**src/npr_pkg.sv**
```systemverilog
`timescale 1ns / 1ps
`default_nettype none

package npr_pkg;

   // geometry defaults, both powers of two
   localparam int PAGE_BYTES_DEF  = 2048;
   localparam int BLOCK_BYTES_DEF = 131072;

   // result list produced by one item: a leading item plus a nine-item page open
   localparam int RES_MAX   = 10;
   localparam int RES_CNT_W = $clog2(RES_MAX + 1);
   localparam int SEQ_LEN   = 9;
   localparam int COL_W     = 16;

   // request codes
   localparam logic [1:0] FN_START = 2'd0;
   localparam logic [1:0] FN_READY = 2'd1;
   localparam logic [1:0] FN_DATA  = 2'd2;

   // sequencer phases
   localparam int PHASE_W = 3;
   localparam logic [PHASE_W-1:0] PH_IDLE      = 3'd0;
   localparam logic [PHASE_W-1:0] PH_CHK_READY = 3'd1;
   localparam logic [PHASE_W-1:0] PH_CHK_BYTE  = 3'd2;
   localparam logic [PHASE_W-1:0] PH_RD_READY  = 3'd3;
   localparam logic [PHASE_W-1:0] PH_RD_DATA   = 3'd4;

   // bus operation kinds
   localparam logic [2:0] K_SELECT   = 3'd0;
   localparam logic [2:0] K_DESELECT = 3'd1;
   localparam logic [2:0] K_CMD      = 3'd2;
   localparam logic [2:0] K_ADDR     = 3'd3;
   localparam logic [2:0] K_STROBE   = 3'd4;
   localparam logic [2:0] K_USER     = 3'd5;
   localparam logic [2:0] K_WAIT     = 3'd6;
   localparam logic [2:0] K_DONE     = 3'd7;

   // flash command codes and erased-spare value
   localparam logic [7:0] CMD_READ_SETUP = 8'h00;
   localparam logic [7:0] CMD_READ_START = 8'h30;
   localparam logic [7:0] SPARE_GOOD     = 8'hFF;

   typedef struct packed {
      logic [1:0]  func;
      logic [31:0] start_addr;
      logic [15:0] length;
      logic [7:0]  flash_byte;
   } req_type;

   typedef struct packed {
      logic [PHASE_W-1:0] phase;
      logic [31:0]        addr;
      logic [15:0]        remain;
   } seq_state_type;

   typedef struct packed {
      logic [2:0] kind;
      logic [7:0] value;
   } res_item_type;

endpackage

`default_nettype wire

```
**src/npr_step.sv**
```systemverilog
`timescale 1ns / 1ps
`default_nettype none

module npr_step #(
   parameter int PAGE_BYTES  = npr_pkg::PAGE_BYTES_DEF,
   parameter int BLOCK_BYTES = npr_pkg::BLOCK_BYTES_DEF
) (
   input  npr_pkg::seq_state_type cur,
   input  npr_pkg::req_type       req,
   output npr_pkg::seq_state_type nxt,
   output npr_pkg::res_item_type  items [npr_pkg::RES_MAX],
   output logic [npr_pkg::RES_CNT_W-1:0] count
);

   localparam int PAGE_SHIFT  = $clog2(PAGE_BYTES);
   localparam int BLOCK_SHIFT = $clog2(BLOCK_BYTES);

   localparam logic [1:0] B_NONE   = 2'd0;
   localparam logic [1:0] B_SEQ    = 2'd1;
   localparam logic [1:0] B_DD     = 2'd2;
   localparam logic [1:0] B_STROBE = 2'd3;

   logic [npr_pkg::PHASE_W-1:0] phase_tmp;
   logic [31:0]                 next_addr;
   logic [15:0]                 next_remain;
   logic [15:0]                 remain_dec;
   logic [31:0]                 addr_inc;
   logic                        pre_v;
   npr_pkg::res_item_type       pre;
   logic [1:0]                  body_sel;
   logic                        force_read;
   logic                        seq_check;
   logic [npr_pkg::COL_W-1:0]   seq_col;
   logic [31:0]                 page;
   npr_pkg::res_item_type       body [npr_pkg::SEQ_LEN];
   logic [npr_pkg::RES_CNT_W-1:0] body_cnt;

   assign remain_dec = cur.remain - 16'd1;
   assign addr_inc   = cur.addr + 32'd1;

   // decide what this item does
   always_comb begin
      phase_tmp   = cur.phase;
      next_addr   = cur.addr;
      next_remain = cur.remain;
      pre_v       = 1'b0;
      pre         = '0;
      body_sel    = B_NONE;
      force_read  = 1'b0;
      case (req.func)
         npr_pkg::FN_START: begin
            if (cur.phase == npr_pkg::PH_IDLE) begin
               next_addr   = req.start_addr;
               next_remain = req.length;
               body_sel    = (req.length == 16'd0) ? B_DD : B_SEQ;
            end
         end
         npr_pkg::FN_READY: begin
            if (cur.phase == npr_pkg::PH_CHK_READY) begin
               body_sel  = B_STROBE;
               phase_tmp = npr_pkg::PH_CHK_BYTE;
            end else if (cur.phase == npr_pkg::PH_RD_READY) begin
               body_sel  = B_STROBE;
               phase_tmp = npr_pkg::PH_RD_DATA;
            end
         end
         npr_pkg::FN_DATA: begin
            if (cur.phase == npr_pkg::PH_CHK_BYTE) begin
               pre_v    = 1'b1;
               pre.kind = npr_pkg::K_DESELECT;
               body_sel = B_SEQ;
               if (req.flash_byte != npr_pkg::SPARE_GOOD) begin
                  // bad block, step to the next one
                  next_addr = cur.addr + 32'(BLOCK_BYTES);
               end else begin
                  force_read = 1'b1;
               end
            end else if (cur.phase == npr_pkg::PH_RD_DATA) begin
               pre_v       = 1'b1;
               pre.kind    = npr_pkg::K_USER;
               pre.value   = req.flash_byte;
               next_addr   = addr_inc;
               next_remain = remain_dec;
               if (remain_dec == 16'd0) begin
                  body_sel  = B_DD;
                  phase_tmp = npr_pkg::PH_IDLE;
               end else if (addr_inc[PAGE_SHIFT-1:0] == '0) begin
                  body_sel = B_SEQ;
               end else begin
                  body_sel = B_STROBE;
               end
            end
         end
         default: begin
         end
      endcase
   end

   // page open sequence, spare check at block boundaries
   assign seq_check = !force_read && (next_addr[BLOCK_SHIFT-1:0] == '0);
   assign seq_col   = seq_check ? npr_pkg::COL_W'(PAGE_BYTES)
                                : npr_pkg::COL_W'(next_addr[PAGE_SHIFT-1:0]);
   assign page      = next_addr >> PAGE_SHIFT;

   always_comb begin
      for (int i = 0; i < npr_pkg::SEQ_LEN; i++) begin
         body[i] = '0;
      end
      body_cnt = '0;
      case (body_sel)
         B_SEQ: begin
            body[0] = '{kind: npr_pkg::K_SELECT, value: 8'h00};
            body[1] = '{kind: npr_pkg::K_CMD,    value: npr_pkg::CMD_READ_SETUP};
            body[2] = '{kind: npr_pkg::K_ADDR,   value: seq_col[7:0]};
            body[3] = '{kind: npr_pkg::K_ADDR,   value: seq_col[15:8]};
            body[4] = '{kind: npr_pkg::K_ADDR,   value: page[7:0]};
            body[5] = '{kind: npr_pkg::K_ADDR,   value: page[15:8]};
            body[6] = '{kind: npr_pkg::K_ADDR,   value: page[23:16]};
            body[7] = '{kind: npr_pkg::K_CMD,    value: npr_pkg::CMD_READ_START};
            body[8] = '{kind: npr_pkg::K_WAIT,   value: 8'h00};
            body_cnt = npr_pkg::RES_CNT_W'(npr_pkg::SEQ_LEN);
         end
         B_DD: begin
            body[0] = '{kind: npr_pkg::K_DESELECT, value: 8'h00};
            body[1] = '{kind: npr_pkg::K_DONE,     value: 8'h00};
            body_cnt = npr_pkg::RES_CNT_W'(2);
         end
         B_STROBE: begin
            body[0] = '{kind: npr_pkg::K_STROBE, value: 8'h00};
            body_cnt = npr_pkg::RES_CNT_W'(1);
         end
         default: begin
         end
      endcase
   end

   // leading item goes first, the body follows it
   always_comb begin
      for (int i = 0; i < npr_pkg::RES_MAX; i++) begin
         if (pre_v) begin
            if (i == 0) begin
               items[i] = pre;
            end else if (i - 1 < npr_pkg::SEQ_LEN) begin
               items[i] = body[i-1];
            end else begin
               items[i] = '0;
            end
         end else if (i < npr_pkg::SEQ_LEN) begin
            items[i] = body[i];
         end else begin
            items[i] = '0;
         end
      end
   end

   assign count = body_cnt + npr_pkg::RES_CNT_W'(pre_v);

   always_comb begin
      nxt.addr   = next_addr;
      nxt.remain = next_remain;
      if (body_sel == B_SEQ) begin
         nxt.phase = seq_check ? npr_pkg::PH_CHK_READY : npr_pkg::PH_RD_READY;
      end else begin
         nxt.phase = phase_tmp;
      end
   end

endmodule

`default_nettype wire

```
**src/npr_emit.sv**
```systemverilog
`timescale 1ns / 1ps
`default_nettype none

module npr_emit (
   input  logic                           clock,
   input  logic                           reset,
   input  logic                           load,
   input  npr_pkg::res_item_type          items [npr_pkg::RES_MAX],
   input  logic [npr_pkg::RES_CNT_W-1:0]  count,
   output logic                           free,
   output logic                           rsp_valid,
   input  logic                           rsp_stall,
   output logic [2:0]                     rsp_op_kind,
   output logic [7:0]                     rsp_op_value,
   output logic                           rsp_last
);

   npr_pkg::res_item_type         list_ff [npr_pkg::RES_MAX];
   npr_pkg::res_item_type         list_in [npr_pkg::RES_MAX];
   logic [npr_pkg::RES_CNT_W-1:0] count_ff;
   logic [npr_pkg::RES_CNT_W-1:0] count_in;
   logic                          xfer;

   assign rsp_valid    = (count_ff != '0);
   assign xfer         = rsp_valid && !rsp_stall;
   assign free         = (count_ff == '0) ||
                         ((count_ff == npr_pkg::RES_CNT_W'(1)) && !rsp_stall);
   assign rsp_op_kind  = list_ff[0].kind;
   assign rsp_op_value = list_ff[0].value;
   assign rsp_last     = (count_ff == npr_pkg::RES_CNT_W'(1));

   always_comb begin
      list_in  = list_ff;
      count_in = count_ff;
      if (load) begin
         list_in  = items;
         count_in = count;
      end else if (xfer) begin
         for (int i = 0; i < npr_pkg::RES_MAX - 1; i++) begin
            list_in[i] = list_ff[i+1];
         end
         list_in[npr_pkg::RES_MAX-1] = '0;
         count_in = count_ff - npr_pkg::RES_CNT_W'(1);
      end
   end

   always_ff @(posedge clock) begin
      list_ff <= list_in;
      if (reset) begin
         count_ff <= '0;
      end else begin
         count_ff <= count_in;
      end
   end

   a_load_when_free : assert property (@(posedge clock) disable iff (reset)
      load |-> free)
      else $error("result list loaded while still busy");

   a_count_bound : assert property (@(posedge clock) disable iff (reset)
      count_ff <= npr_pkg::RES_CNT_W'(npr_pkg::RES_MAX))
      else $error("result count out of range");

   a_count_steps : assert property (@(posedge clock) disable iff (reset)
      (xfer && (count_ff > npr_pkg::RES_CNT_W'(1)))
      |=> (count_ff == $past(count_ff) - npr_pkg::RES_CNT_W'(1)))
      else $error("result count did not step down after transfer");

endmodule

`default_nettype wire

```
**src/nand_page_read_sequencer_core.sv**
```systemverilog
`timescale 1ns / 1ps
`default_nettype none

// Large-page NAND read sequencer with bad-block skip. A start request
// (func 0) loads a byte address and length; ready (func 1) and data (func 2)
// requests report flash bus events. Each request produces zero or more bus
// operations on the rsp_ channel, one per transfer, with rsp_last on the
// final one. On every block boundary the spare byte at column PAGE_BYTES of
// the block's first page is read; a value other than 0xFF skips the block.
// A request is taken into an input register, resolved combinationally
// against the sequencer state and written as a whole list into the result
// register, which then drains one operation per cycle while rsp_stall is
// low. Requests that give at most one operation flow at one per cycle when
// rsp_stall is low; a larger list holds the input side until it is down to
// its final operation, set by the single-port drain. A request passes the
// input register and the result register before its first op is offered.
// PAGE_BYTES and BLOCK_BYTES must be powers of two.
module nand_page_read_sequencer_core #(
   parameter int PAGE_BYTES  = npr_pkg::PAGE_BYTES_DEF,
   parameter int BLOCK_BYTES = npr_pkg::BLOCK_BYTES_DEF
) (
   input  logic        clock,
   input  logic        reset,
   input  logic        req_valid,
   output logic        req_stall,
   input  logic [1:0]  req_func,
   input  logic [31:0] req_start_addr,
   input  logic [15:0] req_length,
   input  logic [7:0]  req_flash_byte,
   output logic        rsp_valid,
   input  logic        rsp_stall,
   output logic [2:0]  rsp_op_kind,
   output logic [7:0]  rsp_op_value,
   output logic        rsp_last
);

   // input register
   npr_pkg::req_type req_ff;
   logic             req_vld_ff;
   logic             req_vld_in;

   // sequencer state
   npr_pkg::seq_state_type state_ff;
   npr_pkg::seq_state_type state_nxt;

   npr_pkg::res_item_type         items [npr_pkg::RES_MAX];
   logic [npr_pkg::RES_CNT_W-1:0] count;
   logic                          emit_free;
   logic                          advance;
   logic                          req_xfer;

   // request moves on when the result register can take its list
   assign advance   = req_vld_ff && emit_free;
   assign req_stall = req_vld_ff && !emit_free;
   assign req_xfer  = req_valid && !req_stall;

   always_comb begin
      req_vld_in = req_vld_ff;
      if (req_xfer) begin
         req_vld_in = 1'b1;
      end else if (advance) begin
         req_vld_in = 1'b0;
      end
   end

   always_ff @(posedge clock) begin
      if (req_xfer) begin
         req_ff.func       <= req_func;
         req_ff.start_addr <= req_start_addr;
         req_ff.length     <= req_length;
         req_ff.flash_byte <= req_flash_byte;
      end
      if (reset) begin
         req_vld_ff      <= 1'b0;
         state_ff.phase  <= npr_pkg::PH_IDLE;
         state_ff.addr   <= '0;
         state_ff.remain <= '0;
      end else begin
         req_vld_ff <= req_vld_in;
         // state only changes when a request is resolved
         if (advance) begin
            state_ff <= state_nxt;
         end
      end
   end

   npr_step #(
      .PAGE_BYTES (PAGE_BYTES),
      .BLOCK_BYTES(BLOCK_BYTES)
   ) u_step (
      .cur  (state_ff),
      .req  (req_ff),
      .nxt  (state_nxt),
      .items(items),
      .count(count)
   );

   // result register and drain
   npr_emit u_emit (
      .clock       (clock),
      .reset       (reset),
      .load        (advance),
      .items       (items),
      .count       (count),
      .free        (emit_free),
      .rsp_valid   (rsp_valid),
      .rsp_stall   (rsp_stall),
      .rsp_op_kind (rsp_op_kind),
      .rsp_op_value(rsp_op_value),
      .rsp_last    (rsp_last)
   );

endmodule

`default_nettype wire
```
**config.mk**
```make
export PLATFORM = sky130hd
export DESIGN_NAME = nand_page_read_sequencer_core
export DESIGN_NICKNAME = d
export VERILOG_FILES = /design/src/npr_pkg.sv /design/src/npr_step.sv /design/src/npr_emit.sv /design/src/nand_page_read_sequencer_core.sv
export SDC_FILE = /design/constraint.sdc
export NUM_CORES = 1
export LEC_CHECK = 0
export ABC_AREA = 1
export BUFFER_PORTS_ARGS = -buffer_cell sky130_fd_sc_hd__buf_2
export CAP_MARGIN = 20
export CORE_MARGIN = 2
export CORE_UTILIZATION = 35
export DETAILED_ROUTE_END_ITERATION = 8
export GPL_TIMING_DRIVEN = 0
export PLACE_DENSITY = 0.56
export SLEW_MARGIN = 5
export SYNTH_ARGS = -nofsm -noshare
export SYNTH_HDL_FRONTEND = slang
export SYNTH_SLANG_ARGS = --single-unit
```
**constraint.sdc**
```tcl
create_clock -name clock -period 26.2 [get_ports clock]
set_input_delay 0 -clock clock [delete_from_list [all_inputs] [get_ports clock]]
set_output_delay 0 -clock clock [all_outputs]
set_load 0.05 [all_outputs]
```
==> impl_metrics.csv <==
group,metric,value,unit
status,outcome,"finished with violations",
status,violations_in_the_final_reports,"negative hold slack",
global_routing,grt_pass1_wl,44.91,mm
cts,cts.sink_count,203,
critical_path,cp_data_arrival_time,4.24,ns
drt,detailedRoute.firstPassIterationCount,5,
worst_hold_path,holdPathEnd,"state_ff[50]",
pwr,power_leakage,5.177,nW
drt,finalWirelength,27.85,mm
drt,wl_met3,1.329,mm
floorplan,initial_utilization,0.3580,
logic_synthesis,yosysTopAreaCell,"sky130_fd_sc_hd__edfxtp_1",
drt,vias_post_dr,8620,
sta,postLayoutSetupSlackWorst,22.20,ns
logic_synthesis,synthArstFlopShare,0,
drt,routed_wire_length_per_instance,15.76,µm
critical_path,critical-path-top-cell-by-count,"sky130_fd_sc_hd__nand2_1",
logic_synthesis,synth.avg_cell_area,8.595,µm²
logic_synthesis,netlist-cell-type-count,50,
global_routing,track_usage,0.1831,
logic_synthesis,synth_top_area_frac,0.4273,
logic_synthesis,ys_ff_latch,203,
drt,antenna_nets_post_route,0,
drt,residual_drc,0,
cts,worst_skew_pair.late_latency,0.52,ns
place,gp_congestion,0.9345,
logic_synthesis,synthesis.instances,1202,
critical_path,cp_cell_sequence,"inv_1 > ha_1 > inv_1 > nor2_1 > nand2_1 > nand2_1 > nand2_1 > nor2_1 > nand2_1 > nor2_1 > nand3_1 > nand2_1 > nand2_1 > nand2_1 > inv_1 > ha_1 > inv_1 > clkbuf_1 > nor2_1 > inv_1 > clkbuf_1 > o21ai_0",
drt,detail_route.iter0.violations,665,
pwr,power-per-cell-area,99.87,nW/µm²
global_routing,grt_antenna_before_repair,0,
global_routing,overflow,0,
sta,setup_tns,0,ns
critical_path,cpPeakStageDelay,0.40,ns
place,placement.io_buffers,74,
logic_synthesis,synth_most_common_cell,"sky130_fd_sc_hd__nand2_1",
layout,flow.area_growth_from_synthesis,22.16,%
worst_hold_path,hp-class,"in2reg",
sta,slew_headroom,0.4288,
floorplan,io-pin-count,76,
logic_synthesis,postSynth.topFlopCell,"sky130_fd_sc_hd__edfxtp_1",
logic_synthesis,synthTopCellsByCount,"sky130_fd_sc_hd__nand2_1 (339), sky130_fd_sc_hd__edfxtp_1 (147), sky130_fd_sc_hd__inv_1 (137)",
logic_synthesis,net_count_after_synthesis,1280,
sta,timing.fmax,250.1,MHz
global_routing,grt_pass1_vias,8400,
cts,clk_path_buf_depth,3,
floorplan,std_cell_rows,62,
layout,fin_cells,1767,
sta,worst_pin_slew,0.8536,ns
cts,root_buffer,"sky130_fd_sc_hd__clkbuf_16",
critical_path,critical-path-top-delay-family,"buffers and inverters",
critical_path,timing.critical_path.buf_inv,7,
cts,worst_setup_hold_path_clk_slew,0.06,ns
critical_path,timing.setup.critical_path_class,"reg2reg",
layout,layout_cells_sized_above_1,0.1359,
logic_synthesis,mappedNetlistArea,10330,µm²
critical_path,critical_path.slowest_cell,"sky130_fd_sc_hd__clkbuf_1",
drt,route.detailed.vias_per_inst,4.878,
drt,highest_layer,"met4",
pwr,power.ir.vdd_worst,46.16,µV
place,placedCellCount,1664,
layout,layout.filler_cells,2841,
floorplan,die_area,30910,µm²
place,dp.final_hpwl,20.02,mm
floorplan,core_area,28860,µm²
job,drv.max_cap_violation_count,0,
worst_hold_path,timing.hold.worst_path_depth,2,
sta,skew,0.009634,ns
floorplan,chipHeight,175.8,µm
cts,numCtsBuffers,24,
logic_synthesis,netlist_top_cells_area,"sky130_fd_sc_hd__edfxtp_1 (43%), sky130_fd_sc_hd__nand2_1 (12%), sky130_fd_sc_hd__dfxtp_1 (11%), sky130_fd_sc_hd__inv_1 (5.0%), sky130_fd_sc_hd__nor2_1 (3.8%)",
critical_path,cp_max_fo,10,
place,place_ws,22.26,ns
logic_synthesis,synth_seq_area_share,0.5358,
cts,post-cts-setup-buffers,0,
logic_synthesis,synthesis.yosys.warnings,0,
sta,number_of_pins_with_negative_max_slew_slack_in_the_final_report,0,
layout,ff_latch_area,5535,µm²
sta,finalCritPeriodShare,0.1526,
global_routing,pin_count_of_the_biggest_net_entering_global_routing,45,
sta,final_hold_viol_count,2,
cts,tritoncts,"built",
layout,nets_final,1444,
layout,multi_input_comb_area,4020,µm²
logic_synthesis,synth-edff-count,147,
floorplan,die_x,175.8,µm
drt,detailroute.wirelength.met2,12.52,mm
critical_path,r2r-start,"state_ff[0]",
sta,setup_repair_after_global_routing_missed_its_margin,"false",
critical_path,cp.required,26.44,ns
critical_path,worst-r2r-setup-slack,22.20,ns
critical_path,regToRegEndpoint,"u_emit.list_ff[20]",
sta,hold_slack,-0.02033,ns
sta,setup_violations,0,
critical_path,critical_path.startpoint_type,"register",
drt,route.layer.met1.wl,13.49,mm
cts,cts_max_level,1,
sta,finalCriticalPeriod,3.998,ns
worst_hold_path,hold_path.startpoint,"reset",
critical_path,worst_r2r_path_depth,22,
layout,number_of_diodes_added_for_antenna_fixing,0,
critical_path,endpoint_kind,"register",
placed cells by master, fill, tap and decap left out, drive strengths merged, types with 10 or more instances in the layout:
cell type	count
nand4	12
dfxtp	56
o22ai	16
o211ai	12
o21ai	81
ha	16
nand2	347
nor3	10
nand3	72
clkbuf	56
inv	145
nor2	124
buf	103
dlygate4sd3	60
edfxtp	147
a21oi	51
worst max path at each step:
stage                     cells after the start          startpoint            endpoint  slack (ns)
final                                        22         state_ff[0]  u_emit.list_ff[20]       22.20
after detailed placement                     22         state_ff[0]  u_emit.list_ff[20]       22.26
after global placement                        9  u_emit.count_ff[0]  u_emit.count_ff[0]       14.06
after floorplan                               9  u_emit.count_ff[0]  u_emit.count_ff[0]       17.33
after global routing                         22         state_ff[0]  u_emit.list_ff[20]       21.68
after CTS                                    22         state_ff[0]  u_emit.list_ff[20]       22.25
worst reg2reg max path, delay by kind of cell, from the launching register on:
family / cells / cell delay [ns]
fa+ha+maj: 2 / 0.56
flops: 1 / 0.33
buf+inv: 7 / 1.38
compound gates: 1 / 0.18
simple gates: 12 / 1.28
routing by layer:
layer | up-vias | GRT usage
li1 | 4341 | -
met1 | 4005 | 0.2636
met2 | 237 | 0.2933
met3 | 37 | 0.02229
met4 | 0 | 0.04580
met5 | - | 0
layout make-up:
class | instances | share of cell area
buffer | 47 | 0.01894
clock buffer | 34 | 0.05225
clock inverter | 9 | 0.005750
inverter | 146 | 0.04342
multi-input combinational | 806 | 0.3185
sequential | 203 | 0.4386
tap | 384 | 0.03807
timing repair buffer | 138 | 0.08446
state kept, by name, summed over array words and instances, names as in the netlist:
register and flops:
u_emit.list_ff 78, req_ff 58, state_ff 51, u_emit.rsp_op_value 8, u_emit.count_ff 4, u_emit.rsp_op_kind 3, req_vld_ff 1
metrics by stage:
stage / power [mW] / hold slack [ns] / area, µm² / utilization
after global routing: 1.344 / 0.03274 / 12620 / 0.4373
after detailed placement: 0.9443 / 0.1781 / 11290 / 0.3912
after floorplan: 0.8322 / 0.09887 / 10330 / -
after CTS: 1.269 / 0.00002220 / 12620 / 0.4373
final: 1.261 / -0.02033 / 12620 / 0.4373
after global placement: 0.9510 / 0.1766 / 11180 / 0.3875
logic make-up (layout without fill, tap and decap cells):
| logic type | Yosys count | in the layout | share of synthesized area |
|---|---|---|---|
| AOI/OAI and AO/OA | 195 | 195 | 0.1128 |
| xor gates and xnor gates | 10 | 10 | 0.008478 |
| adders and majority gates | 16 | 16 | 0.01938 |
| buffers and inverters | 193 | 374 | 0.07618 |
| DFF | 203 | 203 | 0.5358 |
| and+or+nand+nor | 585 | 585 | 0.2474 |
power by group:
group,switching (mW),total (mW),internal (mW),leakage [nW]
combinational,0.287,0.426,0.139,2.94
clock,0.130,0.315,0.185,0.354
sequential,0.0346,0.520,0.485,1.88
total,0.452,1.26,0.809,5.18
repair_timing:
action / CTS / global route
resized for setup: 0 / 0
hold buffers: 60 / 0
hold endpoints to repair: 59 / 0
No activity file was read; power rests on OpenSTA's default activity.
